--- src/sv/assert_macros.svh ---
// Assertion macros used by the top-level RTL file of the saturation block.
`ifndef ASSERT_MACROS_SVH
`define ASSERT_MACROS_SVH

`ifndef NO_ASSERTIONS
// A condition that holds at every clock edge outside reset.
`define ASSERT_ALWAYS(lbl, clk, rst_n, expr, msg) \
    lbl: assert property (@(posedge clk) disable iff (!rst_n) (expr)) else $error(msg);
// A condition that implies another one in the same cycle.
`define ASSERT_SAME(lbl, clk, rst_n, ante, cons, msg) \
    lbl: assert property (@(posedge clk) disable iff (!rst_n) (ante) |-> (cons)) else $error(msg);
// A condition that implies another one in the following cycle.
`define ASSERT_NEXT(lbl, clk, rst_n, ante, cons, msg) \
    lbl: assert property (@(posedge clk) disable iff (!rst_n) (ante) |=> (cons)) else $error(msg);
`else
`define ASSERT_ALWAYS(lbl, clk, rst_n, expr, msg)
`define ASSERT_SAME(lbl, clk, rst_n, ante, cons, msg)
`define ASSERT_NEXT(lbl, clk, rst_n, ante, cons, msg)
`endif

`endif

--- src/sv/rfs_pkg.sv ---
// Types and constants shared by the saturation pipeline.
package rfs_pkg;

    localparam int CHANNEL_BITS = 8;
    localparam int NUM_CH = 3;

    // Channel positions in the per-channel masks.
    localparam int CH_RED = 0;
    localparam int CH_GREEN = 1;
    localparam int CH_BLUE = 2;

    // The divider retires two quotient bits in each stage.
    localparam int DIV_STEPS_PER_STAGE = 2;
    localparam int DIV_STAGES = (CHANNEL_BITS + DIV_STEPS_PER_STAGE - 1) / DIV_STEPS_PER_STAGE;
    localparam int DIV_BITS = DIV_STAGES * DIV_STEPS_PER_STAGE;
    localparam int PROD_BITS = 2 * CHANNEL_BITS;

    typedef logic [CHANNEL_BITS-1:0] chan_t;
    typedef logic [DIV_BITS-1:0] quo_t;
    typedef logic [PROD_BITS-1:0] prod_t;
    typedef logic [NUM_CH-1:0] chmask_t;

    localparam chan_t FULL_SCALE = '1;

    typedef struct packed {
        chan_t red;
        chan_t green;
        chan_t blue;
    } pixel_t;

    // Word in flight through the divider stages.
    typedef struct packed {
        logic valid;
        logic flat;
        chmask_t top;
        chmask_t bot;
        chan_t d;
        chan_t rem;
        quo_t low;
        quo_t quo;
    } divst_t;

endpackage

--- src/sv/rfs_channels.sv ---
// Handshake channels for input and result pixels.
interface rfs_pixel_in_if;
    logic valid;
    logic ready;
    rfs_pkg::chan_t red_in;
    rfs_pkg::chan_t green_in;
    rfs_pkg::chan_t blue_in;

    modport source (output valid, output red_in, output green_in, output blue_in,
                    input ready);
    modport sink (input valid, input red_in, input green_in, input blue_in,
                  output ready);
endinterface

interface rfs_pixel_out_if;
    logic valid;
    logic ready;
    rfs_pkg::chan_t red_out;
    rfs_pkg::chan_t green_out;
    rfs_pkg::chan_t blue_out;

    modport source (output valid, output red_out, output green_out, output blue_out,
                    input ready);
    modport sink (input valid, input red_out, input green_out, input blue_out,
                  output ready);
endinterface

--- src/sv/rfs_range.sv ---
// Front end: channel range, middle-channel offset and the divider's dividend.
module rfs_range (
    input  logic clk,
    input  logic rst_n,
    input  logic en,
    input  logic valid,
    input  rfs_pkg::pixel_t pixel,
    output rfs_pkg::divst_t div_out
);

    typedef struct packed {
        logic valid;
        logic flat;
        rfs_pkg::chmask_t top;
        rfs_pkg::chmask_t bot;
        rfs_pkg::chan_t d;
        rfs_pkg::chan_t n;
    } range_t;

    rfs_pkg::chan_t ch [rfs_pkg::NUM_CH];
    rfs_pkg::chan_t mx;
    rfs_pkg::chan_t mn;
    rfs_pkg::chan_t mid_val;
    rfs_pkg::chmask_t edge_mask;
    range_t range_next;
    range_t range_reg;
    rfs_pkg::prod_t fn;
    rfs_pkg::divst_t div_next;
    rfs_pkg::divst_t div_reg;

    assign ch[rfs_pkg::CH_RED] = pixel.red;
    assign ch[rfs_pkg::CH_GREEN] = pixel.green;
    assign ch[rfs_pkg::CH_BLUE] = pixel.blue;

    always_comb
    begin
        mx = ch[rfs_pkg::CH_RED];
        mn = ch[rfs_pkg::CH_RED];
        if (ch[rfs_pkg::CH_GREEN] > mx)
        begin
            mx = ch[rfs_pkg::CH_GREEN];
        end
        if (ch[rfs_pkg::CH_BLUE] > mx)
        begin
            mx = ch[rfs_pkg::CH_BLUE];
        end
        if (ch[rfs_pkg::CH_GREEN] < mn)
        begin
            mn = ch[rfs_pkg::CH_GREEN];
        end
        if (ch[rfs_pkg::CH_BLUE] < mn)
        begin
            mn = ch[rfs_pkg::CH_BLUE];
        end

        range_next.valid = valid;
        range_next.d = mx - mn;
        range_next.flat = (mx == mn);
        mid_val = '0;
        for (int i = 0; i < rfs_pkg::NUM_CH; i++)
        begin
            range_next.top[i] = (ch[i] == mx);
            range_next.bot[i] = (ch[i] == mn);
            edge_mask[i] = range_next.top[i] | range_next.bot[i];
            if (!edge_mask[i])
            begin
                mid_val = mid_val | ch[i];
            end
        end
        // At most one channel lies strictly between the extremes.
        range_next.n = (&edge_mask) ? '0 : (mid_val - mn);
    end

    always_ff @(posedge clk or negedge rst_n)
    begin
        if (!rst_n)
        begin
            range_reg.valid <= 1'b0;
        end
        else if (en)
        begin
            range_reg <= range_next;
        end
    end

    // The dividend is full scale times the middle offset, split so that the
    // upper part is already below the divisor.
    always_comb
    begin
        fn = (rfs_pkg::prod_t'(range_reg.n) << rfs_pkg::CHANNEL_BITS)
             - rfs_pkg::prod_t'(range_reg.n);
        div_next.valid = range_reg.valid;
        div_next.flat = range_reg.flat;
        div_next.top = range_reg.top;
        div_next.bot = range_reg.bot;
        div_next.d = range_reg.d;
        div_next.rem = rfs_pkg::chan_t'(fn >> rfs_pkg::DIV_BITS);
        div_next.low = fn[rfs_pkg::DIV_BITS-1:0];
        div_next.quo = '0;
    end

    always_ff @(posedge clk or negedge rst_n)
    begin
        if (!rst_n)
        begin
            div_reg.valid <= 1'b0;
        end
        else if (en)
        begin
            div_reg <= div_next;
        end
    end

    assign div_out = div_reg;

endmodule

--- src/sv/rfs_div_stage.sv ---
// One registered stage of the restoring divider, two quotient bits per stage.
module rfs_div_stage (
    input  logic clk,
    input  logic rst_n,
    input  logic en,
    input  rfs_pkg::divst_t stage_in,
    output rfs_pkg::divst_t stage_out
);

    rfs_pkg::divst_t stage_next;
    rfs_pkg::divst_t stage_reg;

    always_comb
    begin
        logic [rfs_pkg::CHANNEL_BITS:0] t;
        logic qbit;
        stage_next = stage_in;
        for (int j = 0; j < rfs_pkg::DIV_STEPS_PER_STAGE; j++)
        begin
            t = {stage_next.rem, stage_next.low[rfs_pkg::DIV_BITS-1]};
            qbit = (t >= {1'b0, stage_next.d});
            if (qbit)
            begin
                t = t - {1'b0, stage_next.d};
            end
            stage_next.rem = t[rfs_pkg::CHANNEL_BITS-1:0];
            stage_next.low = stage_next.low << 1;
            stage_next.quo = {stage_next.quo[rfs_pkg::DIV_BITS-2:0], qbit};
        end
    end

    always_ff @(posedge clk or negedge rst_n)
    begin
        if (!rst_n)
        begin
            stage_reg.valid <= 1'b0;
        end
        else if (en)
        begin
            stage_reg <= stage_next;
        end
    end

    assign stage_out = stage_reg;

endmodule

--- src/sv/rfs_round.sv ---
// Back end: rounds the quotient and assembles the output word.
module rfs_round (
    input  logic clk,
    input  logic rst_n,
    input  logic en,
    input  rfs_pkg::divst_t div_in,
    output logic valid,
    output rfs_pkg::pixel_t pixel
);

    rfs_pkg::chan_t qr;
    rfs_pkg::chan_t res [rfs_pkg::NUM_CH];
    logic valid_reg;
    rfs_pkg::pixel_t pixel_next;
    rfs_pkg::pixel_t pixel_reg;

    always_comb
    begin
        // Round half up: the remainder is at least half the divisor.
        qr = rfs_pkg::chan_t'(div_in.quo)
             + rfs_pkg::chan_t'({div_in.rem, 1'b0} >= {1'b0, div_in.d});
        for (int i = 0; i < rfs_pkg::NUM_CH; i++)
        begin
            if (div_in.flat)
            begin
                res[i] = (i == rfs_pkg::CH_RED) ? rfs_pkg::FULL_SCALE : '0;
            end
            else if (div_in.top[i])
            begin
                res[i] = rfs_pkg::FULL_SCALE;
            end
            else if (div_in.bot[i])
            begin
                res[i] = '0;
            end
            else
            begin
                res[i] = qr;
            end
        end
        pixel_next.red = res[rfs_pkg::CH_RED];
        pixel_next.green = res[rfs_pkg::CH_GREEN];
        pixel_next.blue = res[rfs_pkg::CH_BLUE];
    end

    always_ff @(posedge clk or negedge rst_n)
    begin
        if (!rst_n)
        begin
            valid_reg <= 1'b0;
        end
        else if (en)
        begin
            valid_reg <= div_in.valid;
        end
    end

    always_ff @(posedge clk)
    begin
        if (en)
        begin
            pixel_reg <= pixel_next;
        end
    end

    assign valid = valid_reg;
    assign pixel = pixel_reg;

endmodule

--- src/sv/rgb_full_saturate_unit.sv ---
// Top level of the full-saturation pixel pipeline.
//
//   port    | direction | word
//   --------+-----------+--------------------------------------
//   pixel   | sink      | red_in, green_in, blue_in
//   result  | source    | red_out, green_out, blue_out
//
// One pixel enters in every cycle unless the output stalls; the restoring divider
// retires two quotient bits per stage.
// Reset clears only the valid bits of the stages; the pipeline then starts empty.
// When the output register holds a word that is not taken, the whole pipeline
// holds and pixel.ready is low; nothing is lost or repeated.
`include "assert_macros.svh"

module rgb_full_saturate_unit (
    input  logic clk,
    input  logic rst_n,
    rfs_pixel_in_if.sink pixel,
    rfs_pixel_out_if.source result
);

    logic adv;
    rfs_pkg::pixel_t pix_in;
    rfs_pkg::pixel_t pix_out;
    rfs_pkg::divst_t chain [rfs_pkg::DIV_STAGES+1];

    assign adv = !result.valid || result.ready;
    assign pixel.ready = adv;

    assign pix_in.red = pixel.red_in;
    assign pix_in.green = pixel.green_in;
    assign pix_in.blue = pixel.blue_in;

    rfs_range u_range (
        .clk     (clk),
        .rst_n   (rst_n),
        .en      (adv),
        .valid   (pixel.valid),
        .pixel   (pix_in),
        .div_out (chain[0])
    );

    for (genvar s = 0; s < rfs_pkg::DIV_STAGES; s++)
    begin : g_div
        rfs_div_stage u_div_stage (
            .clk       (clk),
            .rst_n     (rst_n),
            .en        (adv),
            .stage_in  (chain[s]),
            .stage_out (chain[s+1])
        );
    end

    rfs_round u_round (
        .clk    (clk),
        .rst_n  (rst_n),
        .en     (adv),
        .div_in (chain[rfs_pkg::DIV_STAGES]),
        .valid  (result.valid),
        .pixel  (pix_out)
    );

    assign result.red_out = pix_out.red;
    assign result.green_out = pix_out.green;
    assign result.blue_out = pix_out.blue;

    // Every result has one channel at full scale and one at zero.
    `ASSERT_SAME(a_has_full, clk, rst_n, result.valid, (result.red_out == rfs_pkg::FULL_SCALE) || (result.green_out == rfs_pkg::FULL_SCALE) || (result.blue_out == rfs_pkg::FULL_SCALE), "result has no full-scale channel")
    `ASSERT_SAME(a_has_zero, clk, rst_n, result.valid, (result.red_out == '0) || (result.green_out == '0) || (result.blue_out == '0), "result has no zero channel")
    // The final remainder of a real division stays below the divisor.
    `ASSERT_SAME(a_rem_bound, clk, rst_n, chain[rfs_pkg::DIV_STAGES].valid && !chain[rfs_pkg::DIV_STAGES].flat, chain[rfs_pkg::DIV_STAGES].rem < chain[rfs_pkg::DIV_STAGES].d, "divider remainder out of range")
    `ASSERT_SAME(a_stall_blocks, clk, rst_n, result.valid && !result.ready, !pixel.ready, "input taken while output stalled")
    `ASSERT_NEXT(a_stall_holds, clk, rst_n, !adv, $stable(chain[rfs_pkg::DIV_STAGES]), "divider moved during a stall")

endmodule

--- src/flat_wrapper.sv ---
// flat-port wrapper written by rule: the top's interface ports become plain ports
module rgb_full_saturate_unit_flat 
  (clk, rst_n, pixel_valid, pixel_red_in, pixel_green_in, pixel_blue_in, pixel_ready, result_valid, result_red_out, result_green_out, result_blue_out, result_ready);
  rfs_pixel_in_if pixel_i ();
  rfs_pixel_out_if result_i ();
  input  logic clk;
  input  logic rst_n;
  input wire logic [$bits(pixel_i.valid)-1:0] pixel_valid;
  input wire logic [$bits(pixel_i.red_in)-1:0] pixel_red_in;
  input wire logic [$bits(pixel_i.green_in)-1:0] pixel_green_in;
  input wire logic [$bits(pixel_i.blue_in)-1:0] pixel_blue_in;
  output wire logic [$bits(pixel_i.ready)-1:0] pixel_ready;
  output wire logic [$bits(result_i.valid)-1:0] result_valid;
  output wire logic [$bits(result_i.red_out)-1:0] result_red_out;
  output wire logic [$bits(result_i.green_out)-1:0] result_green_out;
  output wire logic [$bits(result_i.blue_out)-1:0] result_blue_out;
  input wire logic [$bits(result_i.ready)-1:0] result_ready;
  assign pixel_i.valid = pixel_valid;
  assign pixel_i.red_in = pixel_red_in;
  assign pixel_i.green_in = pixel_green_in;
  assign pixel_i.blue_in = pixel_blue_in;
  assign pixel_ready = pixel_i.ready;
  assign result_valid = result_i.valid;
  assign result_red_out = result_i.red_out;
  assign result_green_out = result_i.green_out;
  assign result_blue_out = result_i.blue_out;
  assign result_i.ready = result_ready;
  rgb_full_saturate_unit u_core (.clk(clk), .rst_n(rst_n), .pixel(pixel_i), .result(result_i));
endmodule
--- config.mk ---
export PLATFORM = sky130hd
export DESIGN_NAME = rgb_full_saturate_unit_flat
export DESIGN_NICKNAME = d
export VERILOG_FILES = /design/src/sv/rfs_pkg.sv /design/src/sv/rfs_channels.sv /design/src/sv/rfs_range.sv /design/src/sv/rfs_div_stage.sv /design/src/sv/rfs_round.sv /design/src/sv/rgb_full_saturate_unit.sv /design/src/flat_wrapper.sv
export VERILOG_INCLUDE_DIRS = /design/src /design/src/sv
export SDC_FILE = /design/constraint.sdc
export NUM_CORES = 1
export LEC_CHECK = 0
export BUFFER_PORTS_ARGS = -buffer_cell sky130_fd_sc_hd__buf_2
export CAP_MARGIN = 20
export CORE_ASPECT_RATIO = 1.2
export CORE_UTILIZATION = 55
export CTS_CLUSTER_SIZE = 12
export DETAILED_ROUTE_END_ITERATION = 8
export HOLD_SLACK_MARGIN = 0.12
export PLACE_DENSITY = 0.79
export SLEW_MARGIN = 20
export SYNTH_ARGS = -nofsm -noshare
export SYNTH_HDL_FRONTEND = slang
export SYNTH_HIERARCHICAL = 1
export SYNTH_SLANG_ARGS = --single-unit
--- constraint.sdc ---
create_clock -name clk -period 4.8 [get_ports clk]
set_input_delay 0.24 -clock clk [delete_from_list [all_inputs] [get_ports clk]]
set_output_delay 0.24 -clock clk [all_outputs]
set_load 0.05 [all_outputs]
# --- Word level (Yosys, flattened, before mapping) ---
# Cells that the tools add are included.
# Widths: inputs -> output; s select.
totals:
  regBits: 209
  input_bits: 28
  output_inout_bits: 26
op_classes:
  add_sub_neg: 12
  order_cmp: 13
  n_eq_ne: 7
  mux: 20
  bitwise: 5
  n_reduce_logical: 5
ops:
  columns: ["op", "n"]
  rows:
  - ["$mux 8", 20]
  - ["$ge 9x8->1", 9]
  - ["$sub 8x8->8", 10]
  - ["$eq 8x8->1", 7]
  - ["$gt 8x8->1", 2]
  - ["$lt 8x8->1", 2]
  - ["$or 8x8->8", 2]
  - ["$sub 16x8->16", 1]
  - ["$add 8x1->8", 1]
  - ["$or 1x1->1", 3]
  - ["$reduce_and 3->1", 1]
  - ["$reduce_and 2->1", 1]
  - ["$reduce_or 2->1", 1]
  - ["$logic_not 1->1", 1]
  - ["$logic_or 1x1->1", 1]

# --- Logic depth before layout (Yosys ltp) ---
# Gate-level depths: netlist of the first run.
depth:
  ltp_word: 12
  mapped_depth: 32
  ltp_nobuf: 30

# --- By module ---
# The synthesis of the first run kept the hierarchy.
by_module_without_submodules:
  columns: ["mod", "n_inst", "cells_each", "area_per_inst_um2", "seq_area_each_um2"]
  rows:
  - ["rfs_range", 1, 470, 4638.2, 1671.6]
  - ["rfs_div_stage (u_core.g_div[1].u_div_stage ...)", 2, 160, 2128.3, 1136.1]
  - ["rfs_div_stage (u_core.g_div[3].u_div_stage)", 1, 168, 2155.8, 1136.1]
  - ["rfs_div_stage (u_core.g_div[0].u_div_stage)", 1, 163, 2115.8, 1136.1]
  - ["rfs_round", 1, 125, 1356.3, 745.7]
  - ["rgb_full_saturate_unit", 1, 1, 6.3, 0.0]

# --- Worst setup path before layout of the first run ---
# OpenSTA, ideal clock, no wires.
synth_path:
  path_type: "input port to flip-flop"
  startpoint: "input port pixel_red_in[1]"
  endpoint: "register u_core/u_range/range_reg[7] (netlist name) (data pin)"
  arrival_time_ns: 5.489
  slack_ns: -0.943
  stages: 28
  path_buffers: 1
  cell_sequence: "inv_1 -> ha_1 -> nor2b_4 -> o211a_4 -> o21a_4 -> nor2_8 -> buf_1 -> a21oi_1 -> ha_1 -> nand2_1 -> o21ai_0 -> or2_2 -> o211ai_2 -> o21ai_2 -> mux2i_1 -> a41oi_4 -> a221o_2 -> ha_1 -> nor2b_1 -> o21ai_0 -> nand2b_1 -> a21o_1 -> a21oi_1 -> o21bai_1 -> a21oi_1 -> xor2_1 -> and4_1 -> o21ba_1"
synth_via:
  elab_chain_cells: 12
  word_cells_on_any_way: 24
  classes_between: "add/sub: 1; order compare: 4; eq/ne: 6; mux: 7; bitwise: 5; reduce/logical: 1"
synth_lines:
  columns: ["element", "line", "source"]
  rows:
  - ["from (decl)", "flat_wrapper.sv:9", "input wire logic [$bits(pixel_i.red_in)-1:0] pixel_red_in;"]
  - ["$gt 8x8->1 / $lt 8x8->1 (equally long branches)", "rfs_range.sv:39, rfs_range.sv:47", null]
  - ["$mux 8, on equally long branches", "rfs_range.sv:39, rfs_range.sv:47", null]
  - ["$gt 8x8->1 / $lt 8x8->1 (equally long branches)", "rfs_range.sv:43, rfs_range.sv:51", null]
  - ["$mux 8, on equally long branches", "rfs_range.sv:43, rfs_range.sv:51", null]
  - ["$eq 8x8->1, on equally long branches", "rfs_range.sv:62, rfs_range.sv:63", null]
  - ["$or 1x1->1", "rfs_range.sv:64", "edge_mask[i] = range_next.top[i] | range_next.bot[i];"]
  - ["$mux 8", "rfs_range.sv:65", "if (!edge_mask[i])"]
  - ["$or 8x8->8", "rfs_range.sv:67", "mid_val = mid_val | ch[i];"]
  - ["$mux 8", "rfs_range.sv:65", null]
  - ["$or 8x8->8", "rfs_range.sv:67", null]
  - ["$mux 8", "rfs_range.sv:65", null]
  - ["$sub 8x8->8", "rfs_range.sv:71", "range_next.n = (&edge_mask) ? '0 : (mid_val - mn);"]
  - ["to (signal assigned)", "rfs_range.sv:82", "range_reg <= range_next;"]
  - ["to (decl)", "rfs_range.sv:26", "range_t range_reg;"]
# Parallel ways exist; a longest one is shown, timed or not.
# A chain may end at the register's enable or synchronous reset.

==> results of run 1 <==
cell type report:
class,count,area (um^2)
clock buffer,26,587
clock inverter,6,75.1
fill,1801,7850
inverter,108,414
multi-input combinational,858,7240
sequential,209,6240
tap,320,400
timing repair buffer,196,1390
what timing repair did:
action                                  CTS  global route
pin swaps                                24            28
endpoints found under the setup margin    5             5
gates cloned                              1             0
endpoints found under the hold margin     8             0
resized for setup                        37            28
setup buffers                            22             7
hold buffers                              2             0
cell usage in the layout (no fill, tap or decap), drive strengths merged, types with 10 or more instances in the layout:
master / count
buf: 194
xor2: 27
nor3: 28
edfxtp: 202
xnor2: 40
a211oi: 10
mux2i: 22
ha: 111
nor2: 83
fa: 10
a21oi: 80
o31ai: 19
inv: 107
nor2b: 20
nand2b: 13
nand2: 71
nand3: 23
clkbuf: 26
a21o: 19
and4: 11
and2: 12
o21a: 21
mux2: 44
nand4: 12
o21ai: 66
worst paths after layout:
check / end / start / depth (start not counted) / slack (ns)
max: u_core/u_range/range_reg[7] / pixel_red_in[1] / 31 / -0.22
min: u_core/u_range/div_out[39] / rst_n / 2 / 0.16
max reg2reg: u_core/g_div[3].u_div_stage/stage_out[17] / u_core/g_div[2].u_div_stage/stage_out[25] / 15 / 0.38
min reg2reg: u_core/g_div[2].u_div_stage/stage_out[14] / u_core/g_div[1].u_div_stage/stage_out[12] / 0 / 0.41
max in group asynchronous: u_core/g_div[3].u_div_stage/stage_out[39] / rst_n / 2 / 4.47
min in group clk: u_core/g_div[2].u_div_stage/stage_out[14] / u_core/g_div[1].u_div_stage/stage_out[12] / 0 / 0.41
power by group through the flow:
| stage | Clock, uW | Sequential [uW] | Combinational, uW |
|---|---|---|---|
| final | 1580 | 3360 | 7840 |
| after global routing | 1670 | 3420 | 8540 |
| after CTS | 1610 | 3360 | 7680 |
| after detailed placement | 0 | 3390 | 7500 |
| after global placement | 0 | 3360 | 7270 |
| after floorplan | 0 | 3530 | 5680 |
metal layers:
layer  routed length [um]  track usage [%]
met3                 1170             2.90
met1                13000             29.7
met4                 1140             10.6
met5                    0                0
met2                16800             47.5
worst max-delay path: cells and delay by family:
kind,cells,cell delay (ns)
buffers and inverters,5,0.65
AO/OA/AOI/OAI,15,2.42
adder cells (fa/ha/maj),3,0.77
XOR/XNOR,1,0.18
AND/OR/NAND/NOR,7,0.99
through the flow:
step                hold slack, ns  cell area [um^2]  std cells  setup slack, ns  util [%]
finish                       0.159             16400       1723           -0.216      67.6
floorplan                  -0.0556             13800       1202           -0.559         -
detailed placement           0.104             15100       1661           -0.922      62.5
CTS                          0.129             16200       1718           -0.147      66.8
global placement            0.0972             15100       1661           -0.757      62.5
global route                 0.181             16400       1723           -0.411      67.6
==> impl_metrics.py, run 1 <==
metrics = {
    "synthesis": {
        "synthCells": 1202,
        "syn_nets": 1351,
        "netlist_area_um2": 13700,
        "yosysWarnings": 6,
        "synth_area_per_cell_um2": 11.4,
    },
    "sta": {
        "finalHoldViolCount": 0,
        "setup_viol": 2,
        "fmax_ghz": 0.199,
        "drv_slew": 0,
        "tightest_slew_ns": 0.706,
        "setup_ws_ns": -0.216,
        "slew-limit-headroom_pct": 52.5,
        "rsz0062_at_grt": "true",
        "timing.setup.tns_ns": -0.313,
        "post-route-min-period_ns": 5.02,
        "skew_ns": 0.0211,
        "fin_crit_sh_pct": 104,
    },
    "die": {
        "die_height_um": 175,
        "rows": 62,
        "start_util_pct": 56.5,
        "ioPinCount": 54,
        "core-area_um2": 24200,
        "die_w_um": 146,
        "dieArea_um2": 25500,
    },
    "worst_hold_path": {
        "min-delay-path-class": "in2async",
    },
    "clock_tree": {
        "cts_tree": "built",
        "clkSlewWorstSetupHoldPaths_ns": 0.06,
        "clk_path_buf_depth": 3,
        "clk_latency_ns": 0.50,
        "numCtsBuffers": 22,
        "cts.sink_count": 209,
        "ctsHtreeMaxLevel": 1,
        "root_buffer": "clkbuf_16",
    },
    "final_layout": {
        "area_growth_pct": 19.6,
        "antenna_cells": 0,
        "drive_gt1_share_pct": 27.8,
        "largest_reg_flops": 128,
        "fin_nets": 1544,
    },
    "grt": {
        "grt_first_pass_wirelength_um": 51900,
        "grt_overflow": 0,
        "grt_max_degree": 55,
        "antenna_found_initial": 0,
        "grt_use_total_pct": 25.5,
        "grt_pass1_vias": 10358,
    },
    "run_status": {
        "failed_checks": "negative setup slack",
        "status": "complete, but fails checks",
    },
    "power_and_ir_drop": {
        "power.total_uw": 12800,
        "clock_power_share_pct": 12.3,
        "seqPwrFrac_pct": 26.3,
        "ir_worst_vdd_uv": 321,
        "pwr_density_cell_nw_per_um2": 781,
        "pwr-share-comb_pct": 61.4,
        "p_switching_uw": 5060,
        "p_int_uw": 7710,
        "p_leak_uw": 0.00663,
        "switching_share_pct": 39.6,
    },
    "worst_setup_path": {
        "worstPathMaxFanout": 7,
        "path_class": "in2reg",
        "cp.arrival_ns": 5.27,
        "slowest_delay_ns": 0.30,
        "slowest_stage": "and4_4",
        "crit_required_ns": 5.06,
        "critPathLaunchType": "primary input",
        "critical_path.endpoint_type": "flop",
        "crit_top_cell": "a21oi_2",
    },
    "routing": {
        "final_antenna_net_count": 0,
        "drt-total-wl_um": 32100,
        "drtIter0Drc": 551,
        "drc": 0,
        "first_pass_iters": 5,
        "via_count": 10025,
        "wire_per_inst_um": 18.7,
        "detail_route.vias_per_cell": 5.82,
    },
    "placement": {
        "port-buffer-count": 53,
        "gp_congestion": 0.979,
        "post-dp-hpwl_um": 24200,
    },
    "job": {
        "maxCapViolations": 0,
    },
}
Power figures use the tool's default switching activity.
==> run 2: changes to the inputs <==
Clock period 4.8 ns to 6.5 ns, I/O delays scaled along.
==> run 2 against run 1 <==
The run now ends clean. Non-clock buffer count fell by 104. First-iteration DRC count down 8.9%. Flip-flop and latch count stayed put. Sequential power shrank 26%. Cell area down 7.7%. Clock-buffer cell count rose by 5. Sequential share of layout area is 3.2 points higher. Global-route usage is 2.4 points lower. Power shrank 30%. Clock power fell by 30%. Core utilization decreased by 5.2 points. Highest routed layer unchanged.
==> impl_metrics.py, run 2 (synthesis gave the netlist of run 1 again) <==
metrics = {
    "run_status": {
        "status": "complete, no violations",
    },
    "die": {
        "core-area_um2": 24200,
        "start_util_pct": 56.5,
        "die_w_um": 146,
        "rows": 62,
        "dieArea_um2": 25500,
        "die_height_um": 175,
        "ioPinCount": 54,
    },
    "sta": {
        "slew-limit-headroom_pct": 49.3,
        "setup_ws_ns": 0.705,
        "setup_viol": 0,
        "rsz0062_at_grt": "false",
        "post-route-min-period_ns": 5.80,
        "finalHoldViolCount": 0,
        "skew_ns": 0.00801,
        "fmax_ghz": 0.173,
        "timing.setup.tns_ns": 0,
        "drv_slew": 0,
        "tightest_slew_ns": 0.741,
        "fin_crit_sh_pct": 89.2,
    },
    "grt": {
        "grt_use_total_pct": 23.2,
        "grt_busiest_layer": "met2",
        "globalRouteMet2Util_pct": 42.7,
        "antenna_found_initial": 0,
        "grt_first_pass_wirelength_um": 47000,
        "grtUsageMet1_pct": 25.8,
        "grt_overflow": 0,
        "grt_max_degree": 55,
        "grt_pass1_vias": 9680,
        "met3_usage_pct": 2.66,
    },
    "worst_setup_path": {
        "critical_path.endpoint_type": "flop",
        "rr_worst_depth": 14,
        "path_class": "in2reg",
        "r2r_slack_ns": 2.01,
        "critPathLaunchType": "primary input",
        "worstSetupStartpoint": "pixel_red_in[1]",
        "critPathBufInv": 2,
        "reg2reg_to": "u_core/g_div[3].u_div_stage/stage_out[17]",
        "cp.arrival_ns": 6.05,
        "crit_family": "compound AO/OA/AOI/OAI gates",
        "crit_top_cell": "a21oi_1",
        "crit_required_ns": 6.76,
        "worstPathMaxFanout": 8,
        "slowest_delay_ns": 0.53,
        "slowest_stage": "o21ai_1",
        "r2r-start": "u_core/g_div[2].u_div_stage/stage_out[30]",
    },
    "routing": {
        "wire_per_inst_um": 17.8,
        "detail_route.vias_per_cell": 5.90,
        "first_pass_iters": 7,
        "drtIter0Drc": 502,
        "drc": 0,
        "via_count": 9580,
        "final_antenna_net_count": 0,
        "drt-total-wl_um": 29000,
    },
    "clock_tree": {
        "clk_path_buf_depth": 3,
        "ctsHtreeMaxLevel": 1,
        "clk_latency_ns": 0.50,
        "clkSlewWorstSetupHoldPaths_ns": 0.06,
        "cts.sink_count": 209,
        "numCtsBuffers": 22,
        "cts_tree": "built",
        "root_buffer": "clkbuf_16",
        "cts_setup_buffers": 0,
    },
    "job": {
        "maxCapViolations": 0,
    },
    "final_layout": {
        "layout_commonest_cell": "edfxtp_1",
        "largest_reg_flops": 128,
        "fin_nets": 1439,
        "area_growth_pct": 10.5,
        "n_fill_cell": 1867,
        "drive_gt1_share_pct": 17.9,
        "final_cell_mix": "edfxtp_1, ha_1, inv_1",
        "antenna_cells": 0,
    },
    "power_and_ir_drop": {
        "pwr_density_cell_nw_per_um2": 593,
        "p_leak_uw": 0.00604,
        "ir_worst_vdd_uv": 260,
    },
    "worst_hold_path": {
        "min-delay-path-class": "in2async",
    },
    "placement": {
        "gp_congestion": 0.977,
        "post-dp-hpwl_um": 22400,
        "dp_slack_ns": 0.313,
        "port-buffer-count": 53,
    },
}
run 2: cell count changes in the layout (fill, tap and decap cells not counted), sizes merged, moves of 2 or more:
cell,change
bufinv,-2
clkbuf,+5
buf,-104
clkinv,+3
run 2: worst max path at each step:
stage | endpoint | depth (start not counted) | slack (ns)
after global placement | u_core/u_range/range_reg[7] | 28 | 0.44
after detailed placement | u_core/u_range/range_reg[7] | 30 | 0.31
after global routing | u_core/u_range/range_reg[7] | 30 | 0.32
final | u_core/u_range/range_reg[7] | 30 | 0.70
after CTS | u_core/u_range/range_reg[7] | 30 | 0.83
after floorplan | u_core/u_range/range_reg[7] | 28 | 0.67
run 2: where the power goes:
group	total, uW	internal [uW]	leakage, uW	switching (uW)
sequential	2470	2250	0.00203	221
combinational	5380	2490	0.00370	2890
clock	1110	636	0.000311	475
total	8960	5370	0.00604	3580
run 2: metal layers:
metal / wire, um / vias up / part of all wire [%]
li1: - / 4662 / -
met1: 11600 / 4536 / 40
met2: 14600 / 283 / 50
met3: 1240 / 99 / 4.3
met4: 1560 / 0 / 5.4
met5: 0 / - / 0
run 2: per-stage QoR:
stage / power, uW / hold WS (ns) / cell area, um^2 / utilization, % / std cells
2_1_floorplan: 6780 / 0.0294 / 13700 / - / 1202
3_3_place_gp: 7660 / 0.182 / 14400 / 59.7 / 1584
3_5_place_dp: 7830 / 0.187 / 14400 / 59.7 / 1584
4_1_cts: 8980 / 0.180 / 15100 / 62.4 / 1624
5_1_grt: 9600 / 0.220 / 15100 / 62.4 / 1624
6_report: 8960 / 0.214 / 15100 / 62.4 / 1624
run 2: timing repair:
action | 4_1_cts | 5_1_grt
endpoints found under the setup margin | 0 | 0
hold endpoints to repair | 8 | 0
gates resized for setup | 0 | 0
hold buffers | 2 | 0
run 2: cell type report:
type | instances | area [um^2] | area share, %
sequential | 209 | 6240 | 41.3
tap | 320 | 400 | 2.65
inverter | 108 | 408 | 2.70
multi-input combinational | 857 | 6850 | 45.4
clock buffer | 31 | 594 | 3.94
clock inverter | 7 | 42.5 | 0.282
timing repair buffer | 92 | 563 | 3.73
